## src/hw/rtl/fpat_div_cell.sv

```systemverilog
// one quotient bit of the pipelined restoring divider
`default_nettype none
module fpat_div_cell #(
  parameter int NUM_W = 32,
  parameter int DEN_W = 32,
  parameter int SB_W  = 1
) (
  input  wire logic             clk,
  input  wire logic             rst,
  input  wire logic             vld_i,
  input  wire logic [NUM_W-1:0] num_i,
  input  wire logic [DEN_W-1:0] rem_i,
  input  wire logic [DEN_W-1:0] den_i,
  input  wire logic [SB_W-1:0]  sb_i,
  output logic                  vld_o,
  output logic [NUM_W-1:0]      num_o,
  output logic [DEN_W-1:0]      rem_o,
  output logic [DEN_W-1:0]      den_o,
  output logic [SB_W-1:0]       sb_o
);

  logic [DEN_W:0] part;
  logic [DEN_W:0] diff;
  logic           take;

  assign part = {rem_i, num_i[NUM_W-1]};
  assign diff = part - {1'b0, den_i};
  assign take = part >= {1'b0, den_i};

  always_ff @(posedge clk) begin
    if (rst) begin
      vld_o <= 1'b0;
    end else begin
      vld_o <= vld_i;
    end
  end

  // quotient bits shift in where numerator bits leave
  always_ff @(posedge clk) begin
    num_o <= {num_i[NUM_W-2:0], take};
    rem_o <= take ? diff[DEN_W-1:0] : part[DEN_W-1:0];
    den_o <= den_i;
    sb_o  <= sb_i;
  end

endmodule
`default_nettype wire

```

## config.mk

```make
export PLATFORM = sky130hd
export DESIGN_NAME = fpat_div_cell
export DESIGN_NICKNAME = d
export VERILOG_FILES = /design/src/hw/rtl/fpat_div_cell.sv
export SDC_FILE = /design/constraint.sdc
export NUM_CORES = 1
export LEC_CHECK = 0
export BUFFER_PORTS_ARGS = -buffer_cell sky130_fd_sc_hd__clkbuf_2
export CAP_MARGIN = 20
export CORE_MARGIN = 2
export CORE_UTILIZATION = 40
export DETAILED_ROUTE_END_ITERATION = 7
export PLACE_DENSITY = 0.81
export SLEW_MARGIN = 40
export SYNTH_ARGS = -nofsm -noshare
export SYNTH_HDL_FRONTEND = slang
export SYNTH_SLANG_ARGS = --single-unit
```

## constraint.sdc

```tcl
create_clock -name clk -period 3.9 [get_ports clk]
set_clock_uncertainty 0.1 [all_clocks]
set_input_delay 0.585 -clock clk [delete_from_list [all_inputs] [get_ports clk]]
set_output_delay 0.585 -clock clk [all_outputs]
set_load 0.1 [all_outputs]
```

=== After elaboration in Yosys (flattened, before gate mapping) ===
Index checks and enable logic that the tools add are counted.

* Add/sub/neg operators: 1
* $lt $le $gt $ge: 1
* Mux-type cells: 1

{| class="wikitable"
|+ Operators by type and width
! cell !! number
|-
| 33-bit by 32-bit greater-or-equal comparator with 1-bit output || 1
|-
| 32-bit two-way mux || 1
|-
| 32-bit subtractor || 1
|}

* Flip-flop bits (word level): 98
* Input bits: 100
* Output and inout port bits: 98
* Word-level logic and storage cells: 8

=== Depth between registers and ports, before layout ===
* Depth after elaboration: 2
* Mapped depth: 13

=== Least setup slack after synthesis ===
Ideal clock, no wire load.

* Path kind: input to register
* From: input port den_i[7]
* To: register rem_o[13]
* Library setup time: 0.123 ns
* Arrival time: 3.094 ns
* Slack: 0.583 ns
* Stages on the path: 12
* Path buffers: 2
* Path through: inv_1 ha_1 buf_2 nand4_1 or4_1 a21oi_1 nor3_1 a211oi_2 o21ai_2 o31ai_4 buf_4 mux2_1

* Cells in the longest elaborated chain, start to end: 2

{| class="wikitable"
|+ RTL lines
! what !! RTL line !! text
|-
| start: declaration || 13 || <nowiki>input wire logic [DEN_W-1:0] den_i,</nowiki>
|-
| 32-bit subtractor or 33-bit by 32-bit greater-or-equal comparator with 1-bit output (tied branches) || 27, 28 ||
|-
| 32-bit two-way mux (*) || 41 || <nowiki>rem_o <= take ? diff[DEN_W-1:0] : part[DEN_W-1:0];</nowiki>
|-
| end signal: assignment || 41 ||
|-
| end: declaration || 17 || <nowiki>output logic [DEN_W-1:0] rem_o,</nowiki>
|}

Every way passes the cells marked *; elsewhere a longest branch is shown, timed or not.
A chain may end at the register's enable or synchronous reset.

=== Worst setup path in the final report ===
* From: input port num_i[31]
* To: register rem_o[30]

* Cells in the longest elaborated chain, start to end: 2

{| class="wikitable"
|+ RTL lines
! what !! RTL line !! text
|-
| start: declaration || 11 || <nowiki>input wire logic [NUM_W-1:0] num_i,</nowiki>
|-
| 32-bit subtractor or 33-bit by 32-bit greater-or-equal comparator with 1-bit output (tied branches) || 27, 28 ||
|-
| 32-bit two-way mux (*) || 41 ||
|}

Marked as above.

==> impl_metrics.env <==
export IMPL_finalSetupViolCount=0
export IMPL_numCtsBuffers=9
export IMPL_setup_slack_ns=0.629
export IMPL_cp_arrival_ns=3.43
export IMPL_htree_num_levels=3
export IMPL_p_leak_nw=2.81
export IMPL_yosys_top_cells_count="dfxtp_1 (98), a21oi_1 (56), inv_1 (38), nor2_1 (35), ha_1 (32)"
export IMPL_antenna_found_initial=0
export IMPL_grt_total_usage_pct=18.6
export IMPL_path_cells="clkbuf_2 -> inv_1 -> ha_1 -> fa_1 -> nand2b_1 -> a21oi_1 -> o21ai_0 -> o311a_1 -> a31oi_1 -> a21oi_1 -> o41ai_1 -> xor2_1 -> mux2_1"
export IMPL_cts_root_buf="clkbuf_8"
export IMPL_syn_nets=577
export IMPL_drive_above_1_share_pct=35.4
export IMPL_synth_compound_area_share_pct=17.5
export IMPL_dp_cells=764
export IMPL_area_delta_synth_final_pct=31.4
export IMPL_syn_area_per_cell_um2=9.41
export IMPL_drtPass1Iterations=6
export IMPL_start_util_pct=40.8
export IMPL_hp_start="num_i[5]"
export IMPL_first_global_vias=3700
export IMPL_hold_buffers=0
export IMPL_tightestPinTransition_ns=0.577
export IMPL_overflow=0
export IMPL_ys_ff_latch=98
export IMPL_maxCapViolations=0
export IMPL_fin_crit_ns=3.27
export IMPL_async_flop_share_pct=0
export IMPL_worstPathRequired_ns=4.06
export IMPL_postPlaceCellArea_um2=5290
export IMPL_ys_seq_area_share_pct=47.0
export IMPL_yosys_area_top_type="dfxtp_1"
export IMPL_post_cts_repair_setup_buffers=0
export IMPL_grt_pass1_wl_um=17000
export IMPL_post_synth_top_count_cell="dfxtp_1"
export IMPL_fillers=925
export IMPL_core_region_area_um2=10200
export IMPL_min_path_cells=1
export IMPL_port_buffers=197
export IMPL_grt_setup_unrepaired="no"
export IMPL_drtIter0Drc=158
export IMPL_crit_path_start_kind="primary input"
export IMPL_synth_edf_count=0
export IMPL_wl_per_cell_um=13.6
export IMPL_fin_tns_setup_ns=0
export IMPL_synth_xor_area_share_pct=5.66
export IMPL_finalCritPeriodShare_pct=83.9
export IMPL_synth_top_family_by_area="compound AO/OA/AOI/OAI gates"
export IMPL_crit_type="in -> reg"
export IMPL_synth_simple_gate_area_share_pct=11.3
export IMPL_final_util_pct=53.7
export IMPL_maxSlewViolCount=0
export IMPL_cts_resized=0
export IMPL_synth_cell_types=48
export IMPL_multi_input_area_um2=1980
export IMPL_ys_flop_type="dfxtp_1"
export IMPL_clockBufferDepth=2
export IMPL_via_count=3811
export IMPL_vias_per_cell=4.89
export IMPL_design_die_area_um2=11300
export IMPL_diodes=0
export IMPL_fmax_ghz=0.306
export IMPL_synth_area_mux_share_pct=2.94
export IMPL_outcome="finished clean"
export IMPL_setup_worst_path_end_class="register"
export IMPL_ant_nets=0
export IMPL_ir_drop_v=0.000244
export IMPL_crit_path_top_delay_cell="fa_1"
export IMPL_hpwl_um=8710
export IMPL_holdCritPathClass="in -> reg"
export IMPL_wirelength_um=10600
export IMPL_synthTopCellsByArea="dfxtp_1 (47%), ha_1 (9.6%), a21oi_1 (6.7%)"
export IMPL_relSlewSlack_pct=61.7
export IMPL_hold_viol_final=0
export IMPL_gp_congestion=0.921
export IMPL_synth_top_area_share_pct=47.0
export IMPL_fin_cells=780
export IMPL_cts_sinks=98
export IMPL_syn_instance_count=444
export IMPL_dpl_worst_slack_ns=0.268
export IMPL_crit_fanout=3
export IMPL_cts_reportedPaths_clkPinSlew_ns=0.10
export IMPL_post_route_cell_area_um2=5490
export IMPL_cts_tree="built"
export IMPL_synthAdderAreaFrac_pct=10.1
export IMPL_cp_slowest_stage_delay_ns=0.41
export IMPL_ys_warn_count=0
export IMPL_min_to="num_o[6]"
export IMPL_syn_area_um2=4180
export IMPL_ioPinCount=198
export IMPL_std_cell_rows=37
export IMPL_die_x_um=106
export IMPL_drc_errors=0
export IMPL_grt_max_degree=55
export IMPL_nNetsFinal=772
export IMPL_register_area_um2=1960
export IMPL_power_density_nw_per_um2=571
export IMPL_dieHeight_um=106
export IMPL_crit_top_cell="a21oi_1"
-- layout by cell type (no fill, tap or decap), types with 5 or more instances in the layout --
cell,count
clkbuf_8,10
nor2_1,35
inv_1,38
ha_1,32
mux2_2,6
nand3_1,8
o21a_1,6
a21o_1,12
a31oi_1,5
clkbuf_2,197
o21ai_0,16
dfxtp_1,98
nand2_1,26
xor2_1,12
xnor2_1,15
a21oi_1,56
nand4_1,8
-- routing by layer --
layer  wire, um  vias up  track usage [%]
met1       4600     1701             22.8
met2       5040      164             32.3
met5          0        -                0
li1           -     1932                -
met3        802       14             4.23
met4        155        0             6.20
-- area by class of cell --
| class | count | area share [%] |
|---|---|---|
| clock buffers | 10 | 2.51 |
| clock inverters | 6 | 1.05 |
| inverters | 38 | 2.60 |
| multi-input cells | 290 | 36.1 |
| flip-flops and latches | 98 | 35.7 |
| well taps | 136 | 3.10 |
| repair buffers | 202 | 18.9 |
-- how the worst max path moves through the flow --
stage	endpoint	cells past startpoint	start	slack, ns
finish	rem_o[30]	13	num_i[31]	0.63
global route	rem_o[30]	13	num_i[31]	0.39
CTS	rem_o[30]	13	num_i[31]	0.68
detailed placement	rem_o[30]	13	num_i[31]	0.27
global placement	rem_o[30]	13	num_i[31]	0.36
floorplan	rem_o[13]	12	den_i[7]	0.58
-- flip-flops by register name, indices dropped and copies added, names as in the netlist --
signal	flops
den_o	32
num_o	32
rem_o	32
sb_o	1
vld_o	1
-- cell families after synthesis --
group / count (synthesis)
flops: 98
fa+ha+maj: 33
compound gates: 119
buf+inv: 56
xor+xnor: 27
simple gates: 100
mux: 11
-- per-stage QoR --
step                hold slack [ns]  power, W
floorplan                     0.513   0.00228
global placement              0.587   0.00251
detailed placement            0.589   0.00252
CTS                           0.191   0.00317
global route                  0.191   0.00327
finish                        0.213   0.00314
-- report_power, final --
part	switching, W	total, W	internal [W]	leakage (nW)
logic	0.00109	0.00136	0.000273	1.88
clock network	0.000372	0.000636	0.000264	0.101
registers	0.0000283	0.00114	0.00111	0.827
-- critical path: cells and delay by family --
| kind | cells | cell delay (ns) |
|---|---|---|
| adder cells (fa/ha/maj) | 2 | 0.62 |
| AND/OR/NAND/NOR | 1 | 0.19 |
| buffers and inverters | 2 | 0.13 |
| AO/OA/AOI/OAI | 6 | 1.50 |
| XOR/XNOR | 1 | 0.11 |
| multiplexers | 1 | 0.31 |
Note: power is estimated with default switching activity, not from simulation.
