## config.mk

```make
export PLATFORM = sky130hd
export DESIGN_NAME = fpat_sqrt_cell
export DESIGN_NICKNAME = d
export VERILOG_FILES = /design/src/hw/rtl/fpat_sqrt_cell.sv
export SDC_FILE = /design/constraint.sdc
export NUM_CORES = 1
export LEC_CHECK = 0
export BUFFER_PORTS_ARGS = -buffer_cell sky130_fd_sc_hd__buf_2
export CORE_ASPECT_RATIO = 1.4
export CORE_MARGIN = 2
export CORE_UTILIZATION = 40
export CTS_CLUSTER_SIZE = 16
export DETAILED_ROUTE_END_ITERATION = 12
export PLACE_DENSITY_LB_ADDON = 0.1
export SYNTH_ARGS = -nofsm -noshare
export SYNTH_HDL_FRONTEND = slang
export SYNTH_SLANG_ARGS = --single-unit
```

## constraint.sdc

```tcl
create_clock -name clk -period 3.4 [get_ports clk]
set_clock_uncertainty 0.15 [all_clocks]
set_input_delay 0.68 -clock clk [delete_from_list [all_inputs] [get_ports clk]]
set_output_delay 0.68 -clock clk [all_outputs]
set_load 0.05 [all_outputs]
```

## src/hw/rtl/fpat_sqrt_cell.sv

```systemverilog
// one digit step of the pipelined integer square root
`default_nettype none
module fpat_sqrt_cell #(
  parameter int ROOT_W = 17,
  parameter int RAD_W  = 34,
  parameter int REM_W  = 20,
  parameter int SB_W   = 1
) (
  input  wire logic              clk,
  input  wire logic              rst,
  input  wire logic              vld_i,
  input  wire logic [RAD_W-1:0]  rad_i,
  input  wire logic [REM_W-1:0]  rem_i,
  input  wire logic [ROOT_W-1:0] root_i,
  input  wire logic [SB_W-1:0]   sb_i,
  output logic                   vld_o,
  output logic [RAD_W-1:0]       rad_o,
  output logic [REM_W-1:0]       rem_o,
  output logic [ROOT_W-1:0]      root_o,
  output logic [SB_W-1:0]        sb_o
);

  logic [REM_W-1:0] part;
  logic [REM_W-1:0] trial;
  logic             take;

  assign part  = {rem_i[REM_W-3:0], rad_i[RAD_W-1 -: 2]};
  assign trial = {{(REM_W-ROOT_W-2){1'b0}}, root_i, 2'b01};
  assign take  = part >= trial;

  always_ff @(posedge clk) begin
    if (rst) begin
      vld_o <= 1'b0;
    end else begin
      vld_o <= vld_i;
    end
  end

  always_ff @(posedge clk) begin
    rad_o  <= {rad_i[RAD_W-3:0], 2'b00};
    rem_o  <= take ? (part - trial) : part;
    root_o <= {root_i[ROOT_W-2:0], take};
    sb_o   <= sb_i;
  end

endmodule
`default_nettype wire

```

# After elaboration in Yosys (flattened, before gate mapping)
# Index checks and enable logic that the tools add are counted.
[op_classes] add_sub_neg=1 magnitude_cmp=1 n_mux=1
[op_table] cell="$ge 20x19->1" count=1
[op_table] cell="$mux 20" count=1
[op_table] cell="$sub 20x19->20" count=1
[totals] reg_bits=71 in_bits=75 out_inout_bits=73 elab_cells=8

# Longest topological paths before layout
# Gate-level depths: netlist (run 1).
[depth] depth_word=2 mapped_depth=12 depth_no_buf=9

# Worst setup path after synthesis (run 1)
# Ideal clock, no wire load.
[synth_path] kind="in2reg" startpoint="input port root_i[11]" endpoint="register rem_o[11]" setup_ps=121 arrival_time_ps=3041 required_time_ps=3129 setup_slack_ps=88 cell_stages=12 n_path_buf=3 path_cell_list="inv_1 -> ha_1 -> buf_2 -> nand2_1 -> or4_1 -> or3_1 -> a21o_1 -> and2_1 -> buf_6 -> inv_6 -> buf_12 -> mux2_4"
[synth_via] elab_chain_cells=2
[synth_lines] element="from (decl)" line="14" text="input wire logic [ROOT_W-1:0] root_i,"
[synth_lines] element="$ge 20x19->1" line="29" text="assign take = part >= trial;"
[synth_lines] element="via take" line="25" text="logic take;"
[synth_lines] element="$mux 20" line="41" text="rem_o <= take ? (part - trial) : part;"
[synth_lines] element="to (signal assigned)" line="41"
[synth_lines] element="to (decl)" line="18" text="output logic [REM_W-1:0] rem_o,"
# The timed path passes the listed nets, and every way through them passes these cells.
# A chain may end at the register's enable or synchronous reset.

# Final worst setup path (run 1)
[layout_path] startpoint="input port root_i[9]" endpoint="register rem_o[6]"
[layout_via] elab_chain_cells=2
[layout_lines] element="$ge 20x19->1" line="29"
[layout_lines] element="$mux 20" line="41"
# Every way passes these cells.

==> results of run 1 <==
[registers in the layout, summed over array words and instances (netlist names)]
name / cells
rad_o: 32
root_o: 17
vld_o: 1
rem_o: 20
sb_o: 1
[cell usage after synthesis (2+ instances only)]
library cell / number
a211oi_1: 3
a21o_1: 5
a21oi_1: 17
a21oi_4: 2
a221o_1: 2
a31oi_1: 4
and3_1: 3
buf_2: 4
buf_4: 2
buf_6: 2
clkbuf_1: 2
dfxtp_1: 71
ha_1: 19
inv_1: 22
mux2_2: 7
mux2_4: 6
mux2i_1: 2
nand2_1: 17
nand2b_1: 2
nand3_1: 9
nand4_1: 4
nor2_1: 15
nor2b_1: 2
nor3_1: 3
o211ai_1: 3
o21ai_0: 11
o21bai_1: 2
o31ai_1: 3
xnor2_1: 10
xor2_1: 4
[cell families (layout without fill, tap and decap cells)]
group | after synthesis | in the layout
AO/OA/AOI/OAI | 62 | 62
XOR/XNOR | 14 | 14
buffers and inverters | 34 | 199
other | 1 | 2
AND/OR/NAND/NOR | 63 | 63
adder cells (fa/ha/maj) | 19 | 19
flip-flops | 71 | 71
multiplexers | 15 | 15
[per-layer routing]
metal  share of wire  vias to the layer above  GRT usage  wire length [microns]
li1                -                     1290          -                      -
met1            0.37                     1148     0.1836                   2607
met2            0.54                      109     0.3335                   3771
met3           0.072                       10    0.06304                    506
met4           0.018                        0    0.07532                    127
met5               0                        -          0                      0
[per-stage QoR]
| step | util | instances | cell area (sq um) | setup WS, ns |
|---|---|---|---|---|
| floorplan | - | 280 | 2914 | 0.08785 |
| global placement | 0.5395 | 524 | 3791 | 0.1018 |
| detailed placement | 0.5395 | 524 | 3791 | 0.07555 |
| CTS | 0.5686 | 540 | 3995 | 0.4475 |
| global route | 0.5686 | 540 | 3995 | 0.3608 |
| finish | 0.5686 | 540 | 3995 | 0.4668 |
[power groups by stage]
| stage | sequential [mW] | combinational, mW | clock [mW] |
|---|---|---|---|
| 6_report | 0.930 | 0.744 | 0.689 |
| 2_1_floorplan | 1.25 | 0.260 | 0 |
| 4_1_cts | 0.932 | 0.749 | 0.717 |
| 5_1_grt | 0.939 | 0.794 | 0.753 |
| 3_5_place_dp | 0.951 | 0.746 | 0 |
| 3_3_place_gp | 0.949 | 0.742 | 0 |
[layout make-up]
type                            count  area share
Clock inverter                      7     0.02004
Timing Repair Buffer              160      0.2111
Sequential cell                    71      0.3558
Tap cell                           95     0.02975
Inverter                           23     0.02286
Clock buffer                        9     0.03101
Multi-Input combinational cell    175      0.3295
[placed cells by master (no fill, tap or decap), types with 4 or more instances in the layout]
cell,instances
a21o_1,5
o21ai_0,11
xnor2_1,10
nand2_1,17
buf_2,143
ha_1,19
mux2_4,6
a31oi_1,4
mux2_2,7
inv_1,22
nand3_1,9
a21oi_1,17
nor2_1,15
clkbuf_8,9
xor2_1,4
nand4_1,4
buf_4,17
dfxtp_1,71
[worst paths after layout]
kind                  startpoint                end
worst min-delay path   rad_i[13]  rad_o[15]$_DFF_P_
worst max-delay path   root_i[9]   rem_o[6]$_DFF_P_
==> summary.md, run 1 <==
| Metric | Value |
|---|---|
| Clk root buf | clkbuf_8 |
| Area growth, synth to finish | 37.27% |
| Vias in the first global route | between 2000 and 2500 |
| Via density | between 4 and 5 |
| Slew Limit Fails | 0 |
| Clock power frac | 0.292 |
| Final hold vios | 0 |
| Crit path largest cell delay | roughly 0.5 ns |
| Largest net degree at the start of global routing | 17 |
| Port Buf Inserts | 143 |
| Mux contribution to synthesized area | 0.06492 |
| Crit Path Class | primary input to flip-flop |
| Tmin final | approximately 3 ns |
| Resized Gates After CTS | 0 |
| Crit path arrival time | 3.03 ns |
| WP buf/inv | 3 |
| Crit. End Element | flip-flop |
| Maxcap violations | 0 |
| Vias post-DR | approximately 2600 |
| Avg Synthesized Cell Area | about 10 sq um |
| Flops & latches, synth | 71 |
| Routed length per instance | ~13 microns |
| Total GRT Usage | 0.1808 |
| Worst Hold Class | primary input to flip-flop |
| Synthesized area | 2910 sq um |
| Slowest-stage cell, CP | or4_1 |
| Register area share after synthesis | 0.4884 |
| Top-area cell type share of the netlist area | 0.4884 |
| Hpwl dp | about 5600 microns |
| Overall Power | 2.363 mW |
| Setup TNS | 0 ns |
| Synth area leader | dfxtp_1 |
| Synth Flop Type | dfxtp_1 |
| Net Sw Frac | 0.3649 |
| FMAX | ~340 MHz |
| Core box area | approximately 7000 sq um |
| Post-CTS Hold Fix Bufs | 0 |
| Total gr overflow | 0 |
| Initial antenna violation count | 0 |
| Unrepaired setup endpoints after global routing | false |
| Share of cells above drive strength 1 | 0.4449 |
| Pre-antenna DRT Iters | 4 |
| Final GP Congestion | about 0.85 |
| First-pass GRT wire length | 11300 microns |
| FFs w/ async S/R, synth | 0 |
| Die ar. | approximately 8000 sq um |
| Starting DRT DRC Count | 65 |
| Top post-synthesis cells by area | dfxtp_1 49%, ha_1 8.2%, mux2_4 3.1% |
| Largest family of logic cells by synthesized area | compound AO/OA/AOI/OAI gates |
| CP top delay family | simple AND/OR/NAND/NOR gates |
| P_sw | around 0.86 mW |
| Max Fanout on Critical Path | 16 |
| Clock Sinks | slightly above 70 |
| # diodes | 0 |
| Cell internal pwr | 1.501 mW |
| Clock transition at path regs | 0.08 ns |
| Post-Synthesis Cells | ~280 |
| Min Hold Slack | about 0.27 ns |
| Critical Path RT | 3.49 ns |
| Post-Synth Adder-Cell Area | 0.08169 |
| CTS tree | built |
| Simple-gate share of the synthesized area | 0.1062 |
| Seq. cell area | 1421 sq um |
| Sequential share of power | 0.394 |
| Worst path depth | 10 |
| Worst path cell trace | buf_2, inv_1, ha_1, nand2_2, or4_1, or3_1, a21o_1, and2_1, inv_6, mux2_2 |
| Postcts setup bufs | 0 |
| DRC violations left | 0 |
| Drt total wl | between 7000 and 8000 microns |
| Pleak | just over 2 nW |
| Startpoint class of the critical path | primary input |
| Number of fill cells | 677 |
| Num ports | about 150 |
| EDFF count, synth | 0 |
| ANT nets after route | 0 |
| VDD IR-drop max | between 0.3 and 0.4 mV |
| Run status | finished, final reports clean |
| Initial Util | 0.4142 |
| Hold depth | 1 |
| Yosys cell types | 51 |
| Gate power share | 0.315 |
| NumNets Final | ~530 |
| Htree depth | 3 |
| Number of synthesis warnings | 0 |
| XOR/XNOR Fraction of Synth Area | 0.04213 |
| Die Span Y | roughly 100 microns |
| Multi-input logic area | 1316 sq um |
| Rows | 36 |
| Tcrit/Tclk final | 0.8627 |
| Pwr dens | roughly 590 nW/um^2 |
| Clk buf depth | 2 |
| Die span in x | between 70 and 80 microns |
| Cts bufs inserted | 9 |
| Finish-stage setup viols | 0 |
| Synth Area in Compound Gates | 0.1548 |
Power figures use the tool's default switching activity.
==> run 2, diff against run 1 <==
--- a/config.mk
+++ b/config.mk
@@ -11,7 +11,7 @@
 export CORE_UTILIZATION = 40
 export CTS_CLUSTER_SIZE = 16
 export DETAILED_ROUTE_END_ITERATION = 12
-export PLACE_DENSITY_LB_ADDON = 0.1
+export PLACE_DENSITY = 0.68
 export SYNTH_ARGS = -nofsm -noshare
 export SYNTH_HDL_FRONTEND = slang
 export SYNTH_SLANG_ARGS = --single-unit
==> constraint.sdc (replaced) <==
create_clock -name clk -period 2.9 [get_ports clk]
set_clock_uncertainty 0.15 [all_clocks]
set_input_delay 0.58 -clock clk [delete_from_list [all_inputs] [get_ports clk]]
set_output_delay 0.58 -clock clk [all_outputs]
set_load 0.05 [all_outputs]
==> summary.md, run 2 (synthesis gave the netlist of run 1 again) <==
| Metric | Value |
|---|---|
| Multi-input logic area | 1405 sq um |
| Number of fill cells | 644 |
| P_sw | between 0.9 and 1 mW |
| Largest regs | rad_o x32, rem_o x20, root_o x17 |
| Rows | 36 |
| Area after DPL | around 4000 sq um |
| Most frequent cells in the layout | 142 x buf_2, 71 x dfxtp_1, 29 x buf_4 |
| Largest Register | rad_o |
| Vias post-DR | ~2700 |
| Tmin final | 2.842 ns |
| Crit path largest cell delay | 0.55 ns |
| Num ports | 148 |
| Launch point of the worst hold path | rad_i[9] |
| Die Span Y | ~100 microns |
| Resized Gates After CTS | 0 |
| Clk buf depth | 2 |
| PnR worst setup slack | 0.05753 ns |
| Starting DRT DRC Count | 62 |
| # diodes | 0 |
| Net Sw Frac | 0.3632 |
| Cts bufs inserted | 9 |
| Final hold vios | 0 |
| Maxcap violations | 0 |
| Hpwl dp | 5767 microns |
| Clock power frac | 0.249 |
| WHS Endpoint | rad_o[11]$_DFF_P_ |
| NumNets Final | about 550 |
| Routed length per instance | 13.27 microns |
| Clk root buf | clkbuf_8 |
| Die ar. | approximately 8000 sq um |
| Crit path arrival time | 2.92 ns |
| Total GRT Usage | 0.1861 |
| Port Buf Inserts | 143 |
| Finish-stage setup viols | 0 |
| Drt total wl | 7314 microns |
| Gate power share | 0.345 |
| Crit Path Class | primary input to flip-flop |
| Cell internal pwr | around 1.7 mW |
| Fin area | 4178 sq um |
| Tcrit/Tclk final | 0.9802 |
| Pleak | roughly 2.1 nW |
| Clock transition at path regs | ~0.070 ns |
| Slew Limit Fails | 0 |
| Critical Path RT | a little under 3 ns |
| Min Hold Slack | approximately 0.18 ns |
| Worst path cell trace | clkbuf_4, inv_12, ha_4, nand2_2, or4_4, or3_4, a21o_1, and2_4, bufinv_16, mux2_2 |
| Vias in the first global route | about 2600 |
| Final GP Congestion | about 0.86 |
| Startpoint class of the critical path | primary input |
| Hold depth | 1 |
| Core box area | 7027 sq um |
| Post-CTS Hold Fix Bufs | 0 |
| Seq. cell area | between 1000 and 1500 sq um |
| VDD IR-drop max | 0.3057 mV |
| Share of cells above drive strength 1 | 0.4846 |
| Crit. End Element | flip-flop |
| CTS tree | built |
| Worst slack, placed | -0.3173 ns |
| ANT nets after route | 0 |
| Slowest-stage cell, CP | or4_4 |
| Area growth, synth to finish | 43.55% |
| Htree depth | 3 |
| Unrepaired setup endpoints after global routing | false |
| Sequential share of power | 0.406 |
| DRC violations left | 0 |
| Die span in x | 76.09 microns |
| Total gr overflow | 0 |
| Initial Util | 0.4142 |
| Pre-antenna DRT Iters | 4 |
| Pwr dens | 644.4 nW/um^2 |
| Via density | 4.862 |
| Clock Sinks | just over 70 |
| Largest net degree at the start of global routing | 17 |
| Initial antenna violation count | 0 |
| Worst Hold Class | primary input to flip-flop |
| First-pass GRT wire length | 11740 microns |
| Max reg flops | 32 |
| Run status | finished, final reports clean |
| FMAX | between 300 and 400 MHz |
| Max Fanout on Critical Path | 8 |
| Postcts setup bufs | 0 |
| Commonest non-fill, non-tap cell in the layout | buf_2 |
-- run 2: final cells by class --
type,instances,share of cell area
Clock buffer,11,0.03384
Clock inverter,3,0.005091
Inverter,23,0.02995
Multi-Input combinational cell,175,0.3363
Sequential cell,71,0.3402
Tap cell,95,0.02845
Timing Repair Buffer,172,0.2240
Timing Repair inverter,1,0.002096
-- run 2: how the worst max path moves through the flow --
| stage | cells after the start | endpoint | slack (ns) | startpoint |
|---|---|---|---|---|
| finish | 10 | rem_o[5]$_DFF_P_ | 0.06 | root_i[7] |
| detailed placement | 10 | rem_o[5]$_DFF_P_ | -0.32 | root_i[7] |
| floorplan | 12 | rem_o[11]$_DFF_P_ | -0.23 | root_i[7] |
| global placement | 10 | rem_o[8]$_DFF_P_ | -0.27 | root_i[7] |
| CTS | 10 | rem_o[5]$_DFF_P_ | 0.06 | root_i[7] |
| global route | 11 | rem_o[16]$_DFF_P_ | 0.01 | root_i[7] |
-- run 2: power groups by stage --
stage          clock network [mW]  logic, mW  registers (mW)
2_1_floorplan                   0      0.332            1.46
3_3_place_gp                    0      0.908            1.11
3_5_place_dp                    0      0.916            1.12
4_1_cts                     0.704      0.920            1.09
5_1_grt                     0.747      0.985            1.10
6_report                    0.671      0.928            1.09
-- run 2: per-layer routing --
layer | track usage | share of wire
met1 | 0.1832 | 0.37
met2 | 0.3527 | 0.54
met3 | 0.05613 | 0.072
met4 | 0.08571 | 0.020
met5 | 0 | 0
-- run 2: critical path: cells and delay by family --
kind / cells / cell delay, ns
muxes: 1 / 0.34
AOI/OAI and AO/OA: 1 / 0.18
buffers and inverters: 3 / 0.41
and+or+nand+nor: 4 / 1.16
adders and majority gates: 1 / 0.25
-- run 2: metrics by stage --
stage	cells	setup TNS (ns)	util	power, mW
floorplan	280	-2.262	-	1.796
global placement	536	-3.718	0.5661	2.022
detailed placement	536	-4.350	0.5661	2.032
CTS	550	0	0.5892	2.718
global route	551	0	0.5946	2.834
finish	551	0	0.5946	2.692
